**config.mk**
```make
export PLATFORM = sky130hd
export DESIGN_NAME = seeded_digit_shuffle_pin_check
export DESIGN_NICKNAME = d
export VERILOG_FILES = /design/src/hw/rtl/sdspc_pkg.sv /design/src/hw/rtl/seeded_digit_shuffle_pin_check.sv /design/src/hw/rtl/sdspc_ram.sv /design/src/hw/rtl/sdspc_ctrl.sv /design/src/hw/rtl/sdspc_dp.sv
export SDC_FILE = /design/constraint.sdc
export NUM_CORES = 2
export LEC_CHECK = 0
export BUFFER_PORTS_ARGS = -buffer_cell sky130_fd_sc_hd__clkbuf_2
export CAP_MARGIN = 25
export CORE_ASPECT_RATIO = 0.75
export CORE_MARGIN = 10
export CORE_UTILIZATION = 50
export CTS_BUF_LIST = sky130_fd_sc_hd__clkbuf_8
export DETAILED_ROUTE_END_ITERATION = 12
export PLACE_DENSITY = 0.72
export SLEW_MARGIN = 20
export SYNTH_ARGS = -nofsm -noshare
export SYNTH_HDL_FRONTEND = slang
export SYNTH_SLANG_ARGS = --single-unit
```
**constraint.sdc**
```tcl
create_clock -name clk_i -period 18.5 [get_ports clk_i]
set_input_delay 0.925 -clock clk_i [delete_from_list [all_inputs] [get_ports clk_i]]
set_output_delay 0.925 -clock clk_i [all_outputs]
set_load 0.005 [all_outputs]
```
**src/hw/rtl/sdspc_pkg.sv**
```systemverilog
package sdspc_pkg;

  // symbols of the shuffle table and digits of a pin
  localparam int unsigned SYMBOL_COUNT = 10;
  localparam int unsigned PIN_DIGITS   = 4;

  // the request carries four digit fields
  localparam int unsigned FIELD_DIGITS = 4;
  localparam int unsigned USED_DIGITS  =
      (PIN_DIGITS < FIELD_DIGITS) ? PIN_DIGITS : FIELD_DIGITS;

  localparam int unsigned DIGIT_W = 4;
  localparam int unsigned SEED_W  = 16;
  localparam int unsigned WORD_W  = 32;
  localparam int unsigned PIN_W   = 16;
  localparam int unsigned TRY_W   = 2;
  localparam int unsigned TAB_AW  = (SYMBOL_COUNT > 1) ? $clog2(SYMBOL_COUNT) : 1;

  // configuration port
  localparam int unsigned CFG_IDX_W = 8;
  localparam logic [CFG_IDX_W-1:0] CFG_SEED_OFFSET     = 8'd0;
  localparam logic [CFG_IDX_W-1:0] CFG_SEED_MULTIPLIER = 8'd1;
  localparam logic [CFG_IDX_W-1:0] CFG_MAX_TRIES       = 8'd2;
  localparam logic [CFG_IDX_W-1:0] CFG_STORED_PIN      = 8'd3;

  localparam logic [WORD_W-1:0] SEED_OFFSET_RST     = 32'h0088_1234;
  localparam logic [WORD_W-1:0] SEED_MULTIPLIER_RST = 32'h0000_3498;
  localparam logic [TRY_W-1:0]  MAX_TRIES_RST       = 2'd3;
  localparam logic [PIN_W-1:0]  STORED_PIN_RST      = 16'h0000;

  // decoded nibble for a digit code outside the table
  localparam logic [DIGIT_W-1:0] BAD_NIBBLE = 4'hF;

  typedef struct packed {
    logic [SEED_W-1:0]  session_seed;
    logic [DIGIT_W-1:0] digit_a;
    logic [DIGIT_W-1:0] digit_b;
    logic [DIGIT_W-1:0] digit_c;
    logic [DIGIT_W-1:0] digit_d;
  } in_t;

  typedef struct packed {
    logic             status_code;
    logic             lockout;
    logic [PIN_W-1:0] decoded_pin;
  } out_t;

  typedef enum logic [3:0] {
    ST_IDLE,
    ST_MUL,
    ST_ADD,
    ST_MOD,
    ST_RDP,
    ST_WRI,
    ST_WRP,
    ST_DRD,
    ST_DCAP,
    ST_FIN
  } state_e;

  typedef enum logic [3:0] {
    OP_NONE,
    OP_LOAD,
    OP_MUL,
    OP_ADD,
    OP_MOD,
    OP_RDP,
    OP_WRI,
    OP_WRP,
    OP_DRD,
    OP_DCAP,
    OP_FIN
  } dp_op_e;

  typedef struct packed {
    dp_op_e op;
  } cmd_t;

  typedef struct packed {
    logic last_step;
    logic last_byte;
    logic last_digit;
    logic out_free;
  } sts_t;

endpackage

```
**src/hw/rtl/seeded_digit_shuffle_pin_check.sv**
```systemverilog
// pin check with a seeded digit shuffle: each request brings a session seed and four
// scrambled digits. a 32-bit congruential sequence (x = offset + x * multiplier) run from
// the seed drives a fisher-yates shuffle of the digits 0..SYMBOL_COUNT-1, the received
// digits are decoded through the shuffled table and the result is compared with the
// stored pin; a wrong pin bumps a saturating 2-bit try counter that raises lockout once it
// reaches max_tries (zero turns lockout off), a right pin clears it. digit codes outside
// the table decode to nibble f and always count as wrong. one request is in work at a
// time; after acceptance every shuffle step passes through the shared 32x32 multiplier,
// the offset add, the byte-serial remainder over the four bytes of x and the table
// memory (read the partner entry, then one write per swapped entry through its single
// write port); each digit then needs a table read and a capture, and a final state loads
// the result register, after which the block goes idle before the next request is taken.
// a result still held by a stall delays that final load.
// the result sits in an output register, so a new request is taken as soon as the last
// result has been handed over or is still waiting there. configuration writes are
// always ready and must only be issued while the block is idle.
module seeded_digit_shuffle_pin_check
  import sdspc_pkg::*;
(
  input  logic                 clk_i,
  input  logic                 rst_ni,
  // request channel
  input  logic                 in_valid_i,
  output logic                 in_stall_o,
  input  in_t                  in_data_i,
  // result channel
  output logic                 out_valid_o,
  input  logic                 out_stall_i,
  output out_t                 out_data_o,
  // configuration writes
  input  logic                 cfg_valid_i,
  output logic                 cfg_ready_o,
  input  logic [CFG_IDX_W-1:0] cfg_index_i,
  input  logic [WORD_W-1:0]    cfg_data_i
);

  cmd_t cmd;
  sts_t sts;

  // registers take a write in any cycle
  assign cfg_ready_o = 1'b1;

  // sequencer: steps the shuffle, the decode and the result hand-off
  sdspc_ctrl u_ctrl (
    .clk_i      (clk_i),
    .rst_ni     (rst_ni),
    .in_valid_i (in_valid_i),
    .in_stall_o (in_stall_o),
    .sts_i      (sts),
    .cmd_o      (cmd)
  );

  // datapath: sequence state, remainder, table memory, try counter, result register
  sdspc_dp u_dp (
    .clk_i       (clk_i),
    .rst_ni      (rst_ni),
    .cmd_i       (cmd),
    .sts_o       (sts),
    .in_data_i   (in_data_i),
    .cfg_we_i    (cfg_valid_i && cfg_ready_o),
    .cfg_index_i (cfg_index_i),
    .cfg_data_i  (cfg_data_i),
    .out_valid_o (out_valid_o),
    .out_stall_i (out_stall_i),
    .out_data_o  (out_data_o)
  );

endmodule

```
**src/hw/rtl/sdspc_ram.sv**
```systemverilog
module sdspc_ram #(
  parameter int unsigned WIDTH = 4,
  parameter int unsigned DEPTH = 10
) (
  input  logic                             clk_i,
  input  logic                             we_i,
  input  logic [$clog2(DEPTH > 1 ? DEPTH : 2)-1:0] waddr_i,
  input  logic [WIDTH-1:0]                 wdata_i,
  input  logic [$clog2(DEPTH > 1 ? DEPTH : 2)-1:0] raddr_i,
  output logic [WIDTH-1:0]                 rdata_o
);

  logic [WIDTH-1:0] mem_q [DEPTH];
  logic [WIDTH-1:0] rdata_q;

  always_ff @(posedge clk_i) begin
    if (we_i) begin
      mem_q[waddr_i] <= wdata_i;
    end
    rdata_q <= mem_q[raddr_i];
  end

  assign rdata_o = rdata_q;

endmodule

```
**src/hw/rtl/sdspc_ctrl.sv**
```systemverilog
module sdspc_ctrl
  import sdspc_pkg::*;
(
  input  logic clk_i,
  input  logic rst_ni,
  input  logic in_valid_i,
  output logic in_stall_o,
  input  sts_t sts_i,
  output cmd_t cmd_o
);

  state_e state_q, state_d;

  always_ff @(posedge clk_i or negedge rst_ni) begin
    if (!rst_ni) begin
      state_q <= ST_IDLE;
    end else begin
      state_q <= state_d;
    end
  end

  always_comb begin
    state_d = state_q;
    unique case (state_q)
      ST_IDLE: begin
        if (in_valid_i) state_d = ST_MUL;
      end
      ST_MUL:  state_d = ST_ADD;
      ST_ADD:  state_d = ST_MOD;
      ST_MOD: begin
        if (sts_i.last_byte) state_d = ST_RDP;
      end
      ST_RDP:  state_d = ST_WRI;
      ST_WRI:  state_d = ST_WRP;
      ST_WRP:  state_d = sts_i.last_step ? ST_DRD : ST_MUL;
      ST_DRD:  state_d = ST_DCAP;
      ST_DCAP: state_d = sts_i.last_digit ? ST_FIN : ST_DRD;
      ST_FIN: begin
        if (sts_i.out_free) state_d = ST_IDLE;
      end
      default: state_d = ST_IDLE;
    endcase
  end

  always_comb begin
    cmd_o.op   = OP_NONE;
    in_stall_o = 1'b1;
    unique case (state_q)
      ST_IDLE: begin
        in_stall_o = 1'b0;
        if (in_valid_i) cmd_o.op = OP_LOAD;
      end
      ST_MUL:  cmd_o.op = OP_MUL;
      ST_ADD:  cmd_o.op = OP_ADD;
      ST_MOD:  cmd_o.op = OP_MOD;
      ST_RDP:  cmd_o.op = OP_RDP;
      ST_WRI:  cmd_o.op = OP_WRI;
      ST_WRP:  cmd_o.op = OP_WRP;
      ST_DRD:  cmd_o.op = OP_DRD;
      ST_DCAP: cmd_o.op = OP_DCAP;
      ST_FIN: begin
        if (sts_i.out_free) cmd_o.op = OP_FIN;
      end
      default: cmd_o.op = OP_NONE;
    endcase
  end

endmodule

```
**src/hw/rtl/sdspc_dp.sv**
```systemverilog
module sdspc_dp
  import sdspc_pkg::*;
(
  input  logic                 clk_i,
  input  logic                 rst_ni,
  input  cmd_t                 cmd_i,
  output sts_t                 sts_o,
  input  in_t                  in_data_i,
  input  logic                 cfg_we_i,
  input  logic [CFG_IDX_W-1:0] cfg_index_i,
  input  logic [WORD_W-1:0]    cfg_data_i,
  output logic                 out_valid_o,
  input  logic                 out_stall_i,
  output out_t                 out_data_o
);

  localparam logic [TAB_AW-1:0] LAST_STEP  = TAB_AW'(SYMBOL_COUNT - 1);
  localparam logic [1:0]        LAST_DIGIT = 2'(USED_DIGITS - 1);

  // one byte of the remainder: v = r*256 + b stays below k*256
  function automatic logic [TAB_AW-1:0] rem_step(logic [TAB_AW-1:0] r, logic [7:0] b,
                                                 logic [TAB_AW:0] k);
    logic [TAB_AW+7:0] v;
    logic [TAB_AW+7:0] ks;
    v = {r, b};
    for (int j = 7; j >= 0; j--) begin
      ks = {k, 7'b0} >> (7 - j);
      if (v >= ks) v = v - ks;
    end
    return v[TAB_AW-1:0];
  endfunction

  // configuration
  logic [WORD_W-1:0] offset_q, mult_q;
  logic [TRY_W-1:0]  max_q;
  logic [PIN_W-1:0]  pin_q;

  // control state
  logic [TAB_AW-1:0]  i_q;
  logic [1:0]         byte_q;
  logic [1:0]         dc_q;
  logic [TRY_W-1:0]   wc_q;
  logic               out_valid_q;
  logic               valid_q [SYMBOL_COUNT];

  // payload
  logic [WORD_W-1:0]  x_q, prod_q;
  logic [TAB_AW-1:0]  r_q;
  logic [DIGIT_W-1:0] ti_q;
  logic [DIGIT_W-1:0] dig_q [FIELD_DIGITS];
  logic               dbad_q, bad_q;
  logic [PIN_W-1:0]   dec_q;
  logic               rd_hit_q;
  logic [TAB_AW-1:0]  rd_addr_q;
  out_t               out_q;

  // table memory
  logic               we;
  logic [TAB_AW-1:0]  waddr, raddr;
  logic [DIGIT_W-1:0] wdata, rdata, rd_val;

  logic [TAB_AW:0]    k;
  logic [7:0]         cur_byte;
  logic [DIGIT_W-1:0] cur_dig;
  logic               cur_bad;
  logic               match;
  logic [TRY_W-1:0]   wc_inc, wc_d;
  logic               lock;

  assign k        = (TAB_AW + 1)'(i_q) + (TAB_AW + 1)'(1);
  assign cur_byte = x_q[{~byte_q, 3'b000} +: 8];
  assign cur_dig  = dig_q[dc_q];
  assign cur_bad  = {1'b0, cur_dig} >= (DIGIT_W + 1)'(SYMBOL_COUNT);

  // entries never written still hold the identity
  assign rd_val = rd_hit_q ? rdata : DIGIT_W'(rd_addr_q);

  always_comb begin
    unique case (cmd_i.op)
      OP_MUL:  raddr = i_q;
      OP_RDP:  raddr = r_q;
      OP_DRD:  raddr = cur_bad ? '0 : cur_dig[TAB_AW-1:0];
      default: raddr = '0;
    endcase
  end

  assign we    = (cmd_i.op == OP_WRI) || (cmd_i.op == OP_WRP);
  assign waddr = (cmd_i.op == OP_WRI) ? i_q : r_q;
  assign wdata = (cmd_i.op == OP_WRI) ? rd_val : ti_q;

  sdspc_ram #(
    .WIDTH (DIGIT_W),
    .DEPTH (SYMBOL_COUNT)
  ) u_tab (
    .clk_i   (clk_i),
    .we_i    (we),
    .waddr_i (waddr),
    .wdata_i (wdata),
    .raddr_i (raddr),
    .rdata_o (rdata)
  );

  // wrong-try bookkeeping
  assign match  = !bad_q && (dec_q == pin_q);
  assign wc_inc = (wc_q == '1) ? wc_q : wc_q + TRY_W'(1);
  always_comb begin
    wc_d = wc_q;
    lock = 1'b0;
    if (match) begin
      wc_d = '0;
    end else if (max_q != '0) begin
      wc_d = wc_inc;
      lock = wc_inc >= max_q;
    end
  end

  always_ff @(posedge clk_i or negedge rst_ni) begin
    if (!rst_ni) begin
      offset_q    <= SEED_OFFSET_RST;
      mult_q      <= SEED_MULTIPLIER_RST;
      max_q       <= MAX_TRIES_RST;
      pin_q       <= STORED_PIN_RST;
      i_q         <= '0;
      byte_q      <= '0;
      dc_q        <= '0;
      wc_q        <= '0;
      out_valid_q <= 1'b0;
      for (int e = 0; e < SYMBOL_COUNT; e++) valid_q[e] <= 1'b0;
    end else begin
      if (cfg_we_i) begin
        unique case (cfg_index_i)
          CFG_SEED_OFFSET:     offset_q <= cfg_data_i;
          CFG_SEED_MULTIPLIER: mult_q   <= cfg_data_i;
          CFG_MAX_TRIES:       max_q    <= cfg_data_i[TRY_W-1:0];
          CFG_STORED_PIN:      pin_q    <= cfg_data_i[PIN_W-1:0];
          default: ;
        endcase
      end
      // a new result may replace one handed over at the same edge
      if (cmd_i.op == OP_FIN) begin
        out_valid_q <= 1'b1;
      end else if (out_valid_q && !out_stall_i) begin
        out_valid_q <= 1'b0;
      end
      if (we) valid_q[waddr] <= 1'b1;
      unique case (cmd_i.op)
        OP_LOAD: begin
          i_q  <= TAB_AW'(1);
          dc_q <= '0;
          for (int e = 0; e < SYMBOL_COUNT; e++) valid_q[e] <= 1'b0;
        end
        OP_ADD:  byte_q <= '0;
        OP_MOD:  byte_q <= byte_q + 2'd1;
        OP_WRP:  i_q <= i_q + TAB_AW'(1);
        OP_DCAP: dc_q <= dc_q + 2'd1;
        OP_FIN:  wc_q <= wc_d;
        default: ;
      endcase
    end
  end

  always_ff @(posedge clk_i) begin
    rd_hit_q  <= valid_q[raddr];
    rd_addr_q <= raddr;
    unique case (cmd_i.op)
      OP_LOAD: begin
        x_q      <= WORD_W'(in_data_i.session_seed);
        dig_q[0] <= in_data_i.digit_a;
        dig_q[1] <= in_data_i.digit_b;
        dig_q[2] <= in_data_i.digit_c;
        dig_q[3] <= in_data_i.digit_d;
        dec_q    <= '0;
        bad_q    <= 1'b0;
      end
      OP_MUL:  prod_q <= x_q * mult_q;
      OP_ADD: begin
        x_q  <= offset_q + prod_q;
        ti_q <= rd_val;
        r_q  <= '0;
      end
      OP_MOD:  r_q <= rem_step(r_q, cur_byte, k);
      OP_DRD:  dbad_q <= cur_bad;
      OP_DCAP: begin
        dec_q <= {dec_q[PIN_W-DIGIT_W-1:0], dbad_q ? BAD_NIBBLE : rd_val};
        bad_q <= bad_q | dbad_q;
      end
      OP_FIN: begin
        out_q.status_code <= !match;
        out_q.lockout     <= lock;
        out_q.decoded_pin <= dec_q;
      end
      default: ;
    endcase
  end

  assign sts_o.last_step  = (i_q == LAST_STEP);
  assign sts_o.last_byte  = (byte_q == 2'd3);
  assign sts_o.last_digit = (dc_q == LAST_DIGIT);
  assign sts_o.out_free   = !out_valid_q || !out_stall_i;

  assign out_valid_o = out_valid_q;
  assign out_data_o  = out_q;

endmodule

```
Word-level counts from Yosys, hierarchy flattened:

Memory sizes are Yosys's and may differ from the RTL's. A register that Yosys moved wholly into a read port is not among the register bits.
Index checks and enable logic that the tools add are counted.

* bits in registers: 220
* bits in writable memories: 56
* input port bits: 77
* output and inout port bits: 21
* word-level logic and storage cells: 179
* memories: 2

Memory list
* u_dp.u_tab.mem_q: words 10, width 4, read ports 1, clocked after Yosys merged registers in 1, wr ports 1, RTL line sdspc_ram.sv:13 `logic [WIDTH-1:0] mem_q [DEPTH];`
* u_dp.dig_q: words 4, width 4, read ports 1, clocked after Yosys merged registers in 0, wr ports 4, RTL line sdspc_dp.sv:50 `logic [DIGIT_W-1:0] dig_q [FIELD_DIGITS];`

* add/sub/neg operators: 14
* multipliers: 1
* order comparisons: 13
* eq/ne operators: 30
* shift operators: 1
* mux-type cells: 54
* bitwise logic cells: 6
* reduce and logical (&&, ||, !) cells: 26

Operators with widths (count)
* 12-bit 2-to-1 mux: 14
* 4-bit one-hot mux with 10 select lines: 2
* 32-bit one-hot mux with 2 select lines: 1
* 4-bit 2-to-1 mux: 11
* 32-bit adder: 1
* 4-bit by 3-bit equality test with 1-bit output (second input constant): 8
* 32-bit by 32-bit multiplier with 32-bit output: 1
* 16-bit one-hot mux with 2 select lines: 1
* 32-bit by 6-bit variable part select with 8-bit output: 1
* 4-bit equality test (second input constant): 6
* 10-bit 2-to-1 mux: 2
* 16-bit equality test: 1
* 4-bit by 2-bit equality test with 1-bit output (second input constant): 4
* 8-bit by 2-bit equality test with 1-bit output (second input constant): 2
* 4-bit one-hot mux with 2 select lines: 2
* 2-bit nonzero test: 8
* 12-bit by 10-bit greater-or-equal comparator with 1-bit output: 1
* 12-bit by 11-bit greater-or-equal comparator with 1-bit output: 1
* 12-bit greater-or-equal comparator: 1
* 12-bit by 5-bit greater-or-equal comparator with 1-bit output: 1
* 12-bit by 6-bit greater-or-equal comparator with 1-bit output: 1
* 12-bit by 7-bit greater-or-equal comparator with 1-bit output: 1
* 12-bit by 8-bit greater-or-equal comparator with 1-bit output: 1
* 12-bit by 9-bit greater-or-equal comparator with 1-bit output: 1
* other kinds (40): 72

Depth between registers and ports, before layout:

* depth in word-level cells: 27
* depth in mapped cells: 80
* mapped depth without buffers: 78

Modules after synthesis:

From an unflattened synthesis, not the netlist that was laid out.

* cell total of the unflattened synthesis: 3224
* area, all modules: 31547.8 µm²

Modules (own cells, without submodules)
* sdspc_dp: instances 1, cells an instance 3082, area an instance 29439.5 µm², seq. area each 6419.9 µm²
* sdspc_ram: instances 1, cells an instance 94, area an instance 1707.9 µm², seq. area each 1281.2 µm²
* sdspc_ctrl: instances 1, cells an instance 46, area an instance 389.1 µm², seq. area each 100.1 µm²
* seeded_digit_shuffle_pin_check: instances 1, cells an instance 2, area an instance 11.3 µm², seq. area each 0.0 µm²

Worst setup path before layout:

Ideal clock, no wire load.

* path type: reg-to-reg
* start: reg u_dp.i_q[0]
* end: reg u_dp.r_q[3] (data pin)
* library setup time: 0.260 ns
* arrival: 15.054 ns
* required time: 18.240 ns
* slack: 3.186 ns
* stages on the path, launching flop included: 74
* path buffers: 3
* clock period less this slack: 15.314 ns
* cells stage by stage: dfrtp_1 ha_1 nand3_1 ha_1 and3_1 nand4_1 or2_1 nand2_1 mux2_2 ha_1 nor2b_1 o21a_1 o21ai_0 o31a_1 nor2b_4 o21ai_2 o21ai_0 inv_1 (+38 left out) inv_1 ha_1 a21oi_1 nor4_1 or4b_4 a2111oi_4 o21ai_0 fa_1 a21o_1 a21oi_1 nor2b_1 a21o_1 nand3_1 nand4b_1 a311o_1 a211o_1 a21oi_1 nor3_2

* cells in the longest elaborated chain, start to end: 25
* elaborated cells on any way between the ends: 33
* classes of those cells: 9 x add/sub; 8 x order compare; 16 x mux

RTL lines
* start, declared: RTL line sdspc_dp.sv:39 `logic [TAB_AW-1:0] i_q;`
* start signal, assigned: RTL line sdspc_dp.sv:154 `OP_WRP: i_q <= i_q + TAB_AW'(1);`
* 4-bit by 1-bit adder with 5-bit output (*): RTL line sdspc_dp.sv:70 `assign k = (TAB_AW + 1)'(i_q) + (TAB_AW + 1)'(1);`
* 12-bit subtractor or 12-bit greater-or-equal comparator (tied branches): RTL line sdspc_dp.sv:28 `if (v >= ks) v = v - ks;`
* 12-bit 2-to-1 mux: RTL line sdspc_dp.sv:28
* 12-bit 2-to-1 mux: RTL line sdspc_dp.sv:165 `unique case (cmd_i.op)`
* 12-bit by 11-bit subtractor with 12-bit output or 12-bit by 11-bit greater-or-equal comparator with 1-bit output (tied branches): RTL line sdspc_dp.sv:28
* 12-bit 2-to-1 mux: RTL line sdspc_dp.sv:28
* 12-bit 2-to-1 mux: RTL line sdspc_dp.sv:165
* 12-bit by 10-bit subtractor with 12-bit output or 12-bit by 10-bit greater-or-equal comparator with 1-bit output (tied branches): RTL line sdspc_dp.sv:28
* (+9 left out)
* 12-bit 2-to-1 mux: RTL line sdspc_dp.sv:28
* 12-bit 2-to-1 mux: RTL line sdspc_dp.sv:165
* 12-bit by 6-bit subtractor with 12-bit output or 12-bit by 6-bit greater-or-equal comparator with 1-bit output (tied branches): RTL line sdspc_dp.sv:28
* 12-bit 2-to-1 mux: RTL line sdspc_dp.sv:28
* 12-bit 2-to-1 mux: RTL line sdspc_dp.sv:165
* 12-bit by 5-bit greater-or-equal comparator with 1-bit output or 4-bit subtractor (tied branches): RTL line sdspc_dp.sv:28
* 4-bit 2-to-1 mux (*): RTL line sdspc_dp.sv:28
* 4-bit one-hot mux with 2 select lines (*): RTL line sdspc_dp.sv:165
* end signal, assigned: RTL line sdspc_dp.sv:181 `OP_MOD: r_q <= rem_step(r_q, cur_byte, k);`
* end, declared: RTL line sdspc_dp.sv:48 `logic [TAB_AW-1:0] r_q;`

Every way passes the cells marked *; elsewhere a longest branch is shown, timed or not. The select of a mux whose other input is x is not followed.
A chain may end at the register's enable or synchronous reset.

Worst setup path in the final report:

* start: reg u_dp.byte_q[0]
* end: reg u_dp.r_q[2] (data pin)

* cells in the longest elaborated chain, start to end: 26
* elaborated cells on any way between the ends: 34
* classes of those cells: 8 x add/sub; 8 x order compare; 1 x shift; 16 x mux; 1 x bitwise

RTL lines
* start, declared: RTL line sdspc_dp.sv:40 `logic [1:0] byte_q;`
* start signal, assigned: RTL line sdspc_dp.sv:153 `OP_MOD: byte_q <= byte_q + 2'd1;`
* 2-bit inverter (*): RTL line sdspc_dp.sv:71 `assign cur_byte = x_q[{~byte_q, 3'b000} +: 8];`
* 32-bit by 6-bit variable part select with 8-bit output (*): RTL line sdspc_dp.sv:71
* 12-bit subtractor or 12-bit greater-or-equal comparator (tied branches): RTL line sdspc_dp.sv:28
* 12-bit 2-to-1 mux (*): RTL line sdspc_dp.sv:28
* 12-bit 2-to-1 mux (*): RTL line sdspc_dp.sv:165
* 12-bit by 11-bit subtractor with 12-bit output or 12-bit by 11-bit greater-or-equal comparator with 1-bit output (tied branches): RTL line sdspc_dp.sv:28
* 12-bit 2-to-1 mux (*): RTL line sdspc_dp.sv:28
* 12-bit 2-to-1 mux (*): RTL line sdspc_dp.sv:165
* (+10 left out)
* 12-bit 2-to-1 mux (*): RTL line sdspc_dp.sv:28
* 12-bit 2-to-1 mux (*): RTL line sdspc_dp.sv:165
* 12-bit by 6-bit subtractor with 12-bit output or 12-bit by 6-bit greater-or-equal comparator with 1-bit output (tied branches): RTL line sdspc_dp.sv:28
* 12-bit 2-to-1 mux (*): RTL line sdspc_dp.sv:28
* 12-bit 2-to-1 mux (*): RTL line sdspc_dp.sv:165
* 12-bit by 5-bit greater-or-equal comparator with 1-bit output or 4-bit subtractor (tied branches): RTL line sdspc_dp.sv:28
* 4-bit 2-to-1 mux (*): RTL line sdspc_dp.sv:28
* 4-bit one-hot mux with 2 select lines (*): RTL line sdspc_dp.sv:165

Marks and branches as above.

==> qor.log <==
[final_layout] Syn-to-layout area delta 6.83%
[clock_tree] maximum level of the CTS H-tree 2
[yosys] number of synthesized register bits 280
[final_layout] count of nets after finishing 3924
[floorplanning] chip width 308 um
[min_path] worst hold path class input port to async pin
[setup_path] Crit Reg-Reg Endpoint u_dp.r_q[2]
[global_route] pin count of the biggest net entering global routing 76
[route] average routed wire per standard cell 20.6 um
[floorplanning] floorplan die area 0.0728 mm2
[route] DRC errors left 0
[route] vias post-DR 22690
[clock_tree] clock buffer depth 3
[clock_tree] quantity of hold-fixing buffers added after cts 0
[setup_path] category of the critical setup timing path flip-flop to flip-flop
[floorplanning] total I/O pin count 98
[clock_tree] CTS root buffer clkbuf_8
[clock_tree] Clk pin slew, worst setup/hold paths 0.07 ns
[floorplanning] core area 0.0619 mm2
[yosys] number of enable flip-flop cells after synthesis 164
[yosys] post-synthesis cell area 0.0312 mm2
[setup_path] Reg2Reg Setup Slack 1.41 ns
[global_route] total global routing overflow 0
[route] count of routing violations after the opening detailed-route iteration 1990
[placement] routability cong. 0.939
[yosys] count of synthesis-stage warnings from yosys 0
[timing] remaining max-slew budget at the tightest pin 27.7%
[job] max_cap viols 0
[yosys] net count of the mapped netlist 3881
[yosys] synthesized instance count 3192
[timing] final worst path period need 17.09 ns
[setup_path] launching element type of the critical path flip-flop
[timing] Finish-stage setup viols 0
[timing] Clock Skew 0.0337 ns
[floorplanning] row cnt 79
[placement] Final HPWL DP 64600 um
[route] antenna violation net count after detailed routing 0
[timing] setup total negative slack 0 ns
[timing] Pins Over Slew Limit 0
[global_route] global router's overall resource usage 23.2%
[yosys] register area share after synthesis 25.0%
[route] overall routed net length 84000 um
[clock_tree] latest clock arrival within the worst-skew pair 0.60 ns
[global_route] number of antenna violations at the first check in global routing 4
[route] via count normalized by instance count 5.56
[route] iteration count of the initial detailed-routing pass 5
[setup_path] source of the worst register-to-register timing path u_dp.byte_q[0]
[timing] Least-Margin Pin Slew 1.08 ns
[global_route] via count of the first global-routing pass 23006
[yosys] fraction of registers with async set/reset 38.2%
[timing] setup repair after global routing missed its margin no
[clock_tree] CTS tree done
[setup_path] required time of the critical path 18.89 ns
[final_layout] diodes inserted 0
[setup_path] CP endpoint kind flip-flop
[timing] final cycle utilization of the critical path 92.4%
[yosys] most used flip-flop cell after synthesis edfxtp_1
[placement] count of input and output buffers 96
[clock_tree] total CTS buffers 41
[run_status] run status finished, final reports clean
[timing] fmax 0.0585 GHz
[placement] post-placement worst setup slack 1.00 ns
[setup_path] CP dominant cell by count a21o_1
[yosys] count of cell types in the netlist 102
[floorplanning] DIE HEIGHT 236 um
[timing] count of endpoints failing hold in the final timing report 0
[setup_path] CP peak stage delay 0.72 ns
[clock_tree] total number of clock tree sinks 280
[setup_path] Register-to-Register Path Depth 69
[setup_path] Crit Path Max Fanout 12
[timing] worst setup margin 1.41 ns
[final_layout] share of post-route cells with drive strength above 1 11.7%
[setup_path] slowest stage cell on the critical path mux4_1
[global_route] global-route wire length before repair 133000 um
[yosys] mean cell area of the mapped netlist 9.76 um2
[setup_path] crit path DAT 17.49 ns
[final_layout] final-layout fill cell count 5487
[floorplanning] effective utilization at floorplan 50.4%
-- Yosys cell counts (all sizes together) (13+ instances only) --
cell type | count | area (um2)
inv | 584 | 2190
o21bai | 19 | 143
o21ai | 80 | 404
dfstp | 15 | 394
nor2b | 19 | 126
dfrtp | 92 | 2300
xnor2 | 100 | 876
nor3 | 41 | 226
mux2i | 23 | 234
o31ai | 15 | 113
xor2 | 52 | 474
nor2 | 131 | 497
a21o | 20 | 150
nand2 | 480 | 1800
and3 | 24 | 150
mux2 | 110 | 1240
edfxtp | 164 | 4920
ha | 195 | 2440
nand2b | 21 | 131
nor4 | 13 | 96.3
clkbuf | 129 | 484
and2 | 149 | 935
fa | 417 | 8350
a21oi | 80 | 412
nand3 | 28 | 150
-- kinds of logic after synthesis --
family / count (synthesis) / share of synthesized area [%]
xor gates and xnor gates: 153 / 4.40
DFF: 280 / 25.0
and+or+nand+nor: 959 / 14.5
adders and majority gates: 615 / 34.7
buffers and inverters: 722 / 8.78
AOI/OAI and AO/OA: 318 / 6.96
other: 1 / 0.0120
muxes: 144 / 5.57
-- critical path, delay by kind of cell, from the launching register on --
kind / cells / cell delay [ns]
buffers and inverters: 6 / 0.72
adders and majority gates: 7 / 2.28
DFF: 1 / 0.56
and+or+nand+nor: 23 / 4.75
AOI/OAI and AO/OA: 31 / 7.54
muxes: 2 / 1.09
-- timing repair --
item | CTS | global route
setup endpoints to repair | 0 | 4
gates resized for setup | 0 | 6
endpoints found under the hold margin | 0 | 0
buffers inserted | 0 | 1
-- metrics by stage --
step / hold WS [ns] / cells / utilization [%] / cell area (um2)
2_1_floorplan: 0.447 / 3192 / - / 31200
3_3_place_gp: 0.472 / 3995 / 52.4 / 32400
3_5_place_dp: 0.482 / 3997 / 52.4 / 32400
4_1_cts: 0.305 / 4073 / 53.7 / 33200
5_1_grt: 0.325 / 4078 / 53.8 / 33300
6_report: 0.315 / 4078 / 53.8 / 33300
-- flip-flops by register name (all words and copies together), names as in the netlist, 2 cells and up --
register / count
u_ctrl.state_q: 4
u_dp.wc_q: 2
u_dp.mult_q: 32
u_dp.out_data_o: 18
u_dp.max_q: 2
u_dp.r_q: 4
u_dp.pin_q: 16
u_dp.i_q: 4
u_dp.x_q: 32
u_dp.valid_q: 10
u_dp.dc_q: 2
u_dp.dec_q: 16
u_dp.offset_q: 32
u_dp.prod_q: 32
u_dp.byte_q: 2
u_dp.rd_addr_q: 4
u_dp.dig_q: 16
u_dp.ti_q: 4
u_dp.u_tab.rdata_o: 4
u_dp.u_tab.mem_q: 40
-- how the worst max path moves through the flow --
| stage | from | end | slack (ns) | cells past startpoint |
|---|---|---|---|---|
| 3_5_place_dp | u_dp.byte_q[0] | u_dp.r_q[2] | 1.0 | 70 |
| 4_1_cts | u_dp.byte_q[0] | u_dp.r_q[2] | 0.93 | 70 |
| 3_3_place_gp | u_dp.byte_q[0] | u_dp.r_q[2] | 1.29 | 69 |
| 2_1_floorplan | u_dp.i_q[0] | u_dp.r_q[3] | 3.19 | 73 |
| 5_1_grt | u_dp.byte_q[0] | u_dp.r_q[2] | 0.14 | 69 |
| 6_report | u_dp.byte_q[0] | u_dp.r_q[2] | 1.41 | 69 |
-- cell type report --
class / instances / area, um2 / share of cell area [%]
Tap cell: 810 / 1010 / 3.04
Sequential cell: 280 / 7800 / 23.4
Inverter: 584 / 2190 / 6.58
Multi-Input combinational cell: 2190 / 20700 / 62.1
Clock inverter: 31 / 176 / 0.530
Clock buffer: 45 / 619 / 1.86
Timing Repair Buffer: 138 / 810 / 2.43
-- cells in the final DEF, fill, tap and decap left out, types with 90 or more instances in the layout --
| master | synthesis | routed |
|---|---|---|
| inv_1 | 583 | 597 |
| nand2_1 | 480 | 480 |
| fa_1 | 417 | 417 |
| ha_1 | 195 | 195 |
| edfxtp_1 | 164 | 164 |
| and2_1 | 148 | 148 |
| nor2_1 | 129 | 128 |
| mux2_2 | 109 | 109 |
| xnor2_1 | 100 | 100 |
| clkbuf_2 | 0 | 96 |
| dfrtp_1 | 92 | 90 |
-- metal layers --
metal,wire length [um],up-vias,global-route usage (%),part of all wire (%)
li1,-,10217,-,-
met1,39000,11317,35.4,46
met2,33300,1060,31.6,40
met3,10600,94,7.84,13
met4,1160,2,3.83,1.4
met5,10,-,0,0.012
Power is left out: the tool's default activity adds up to more than one toggle a clock period on the data nets, which glitch-free logic cannot reach.
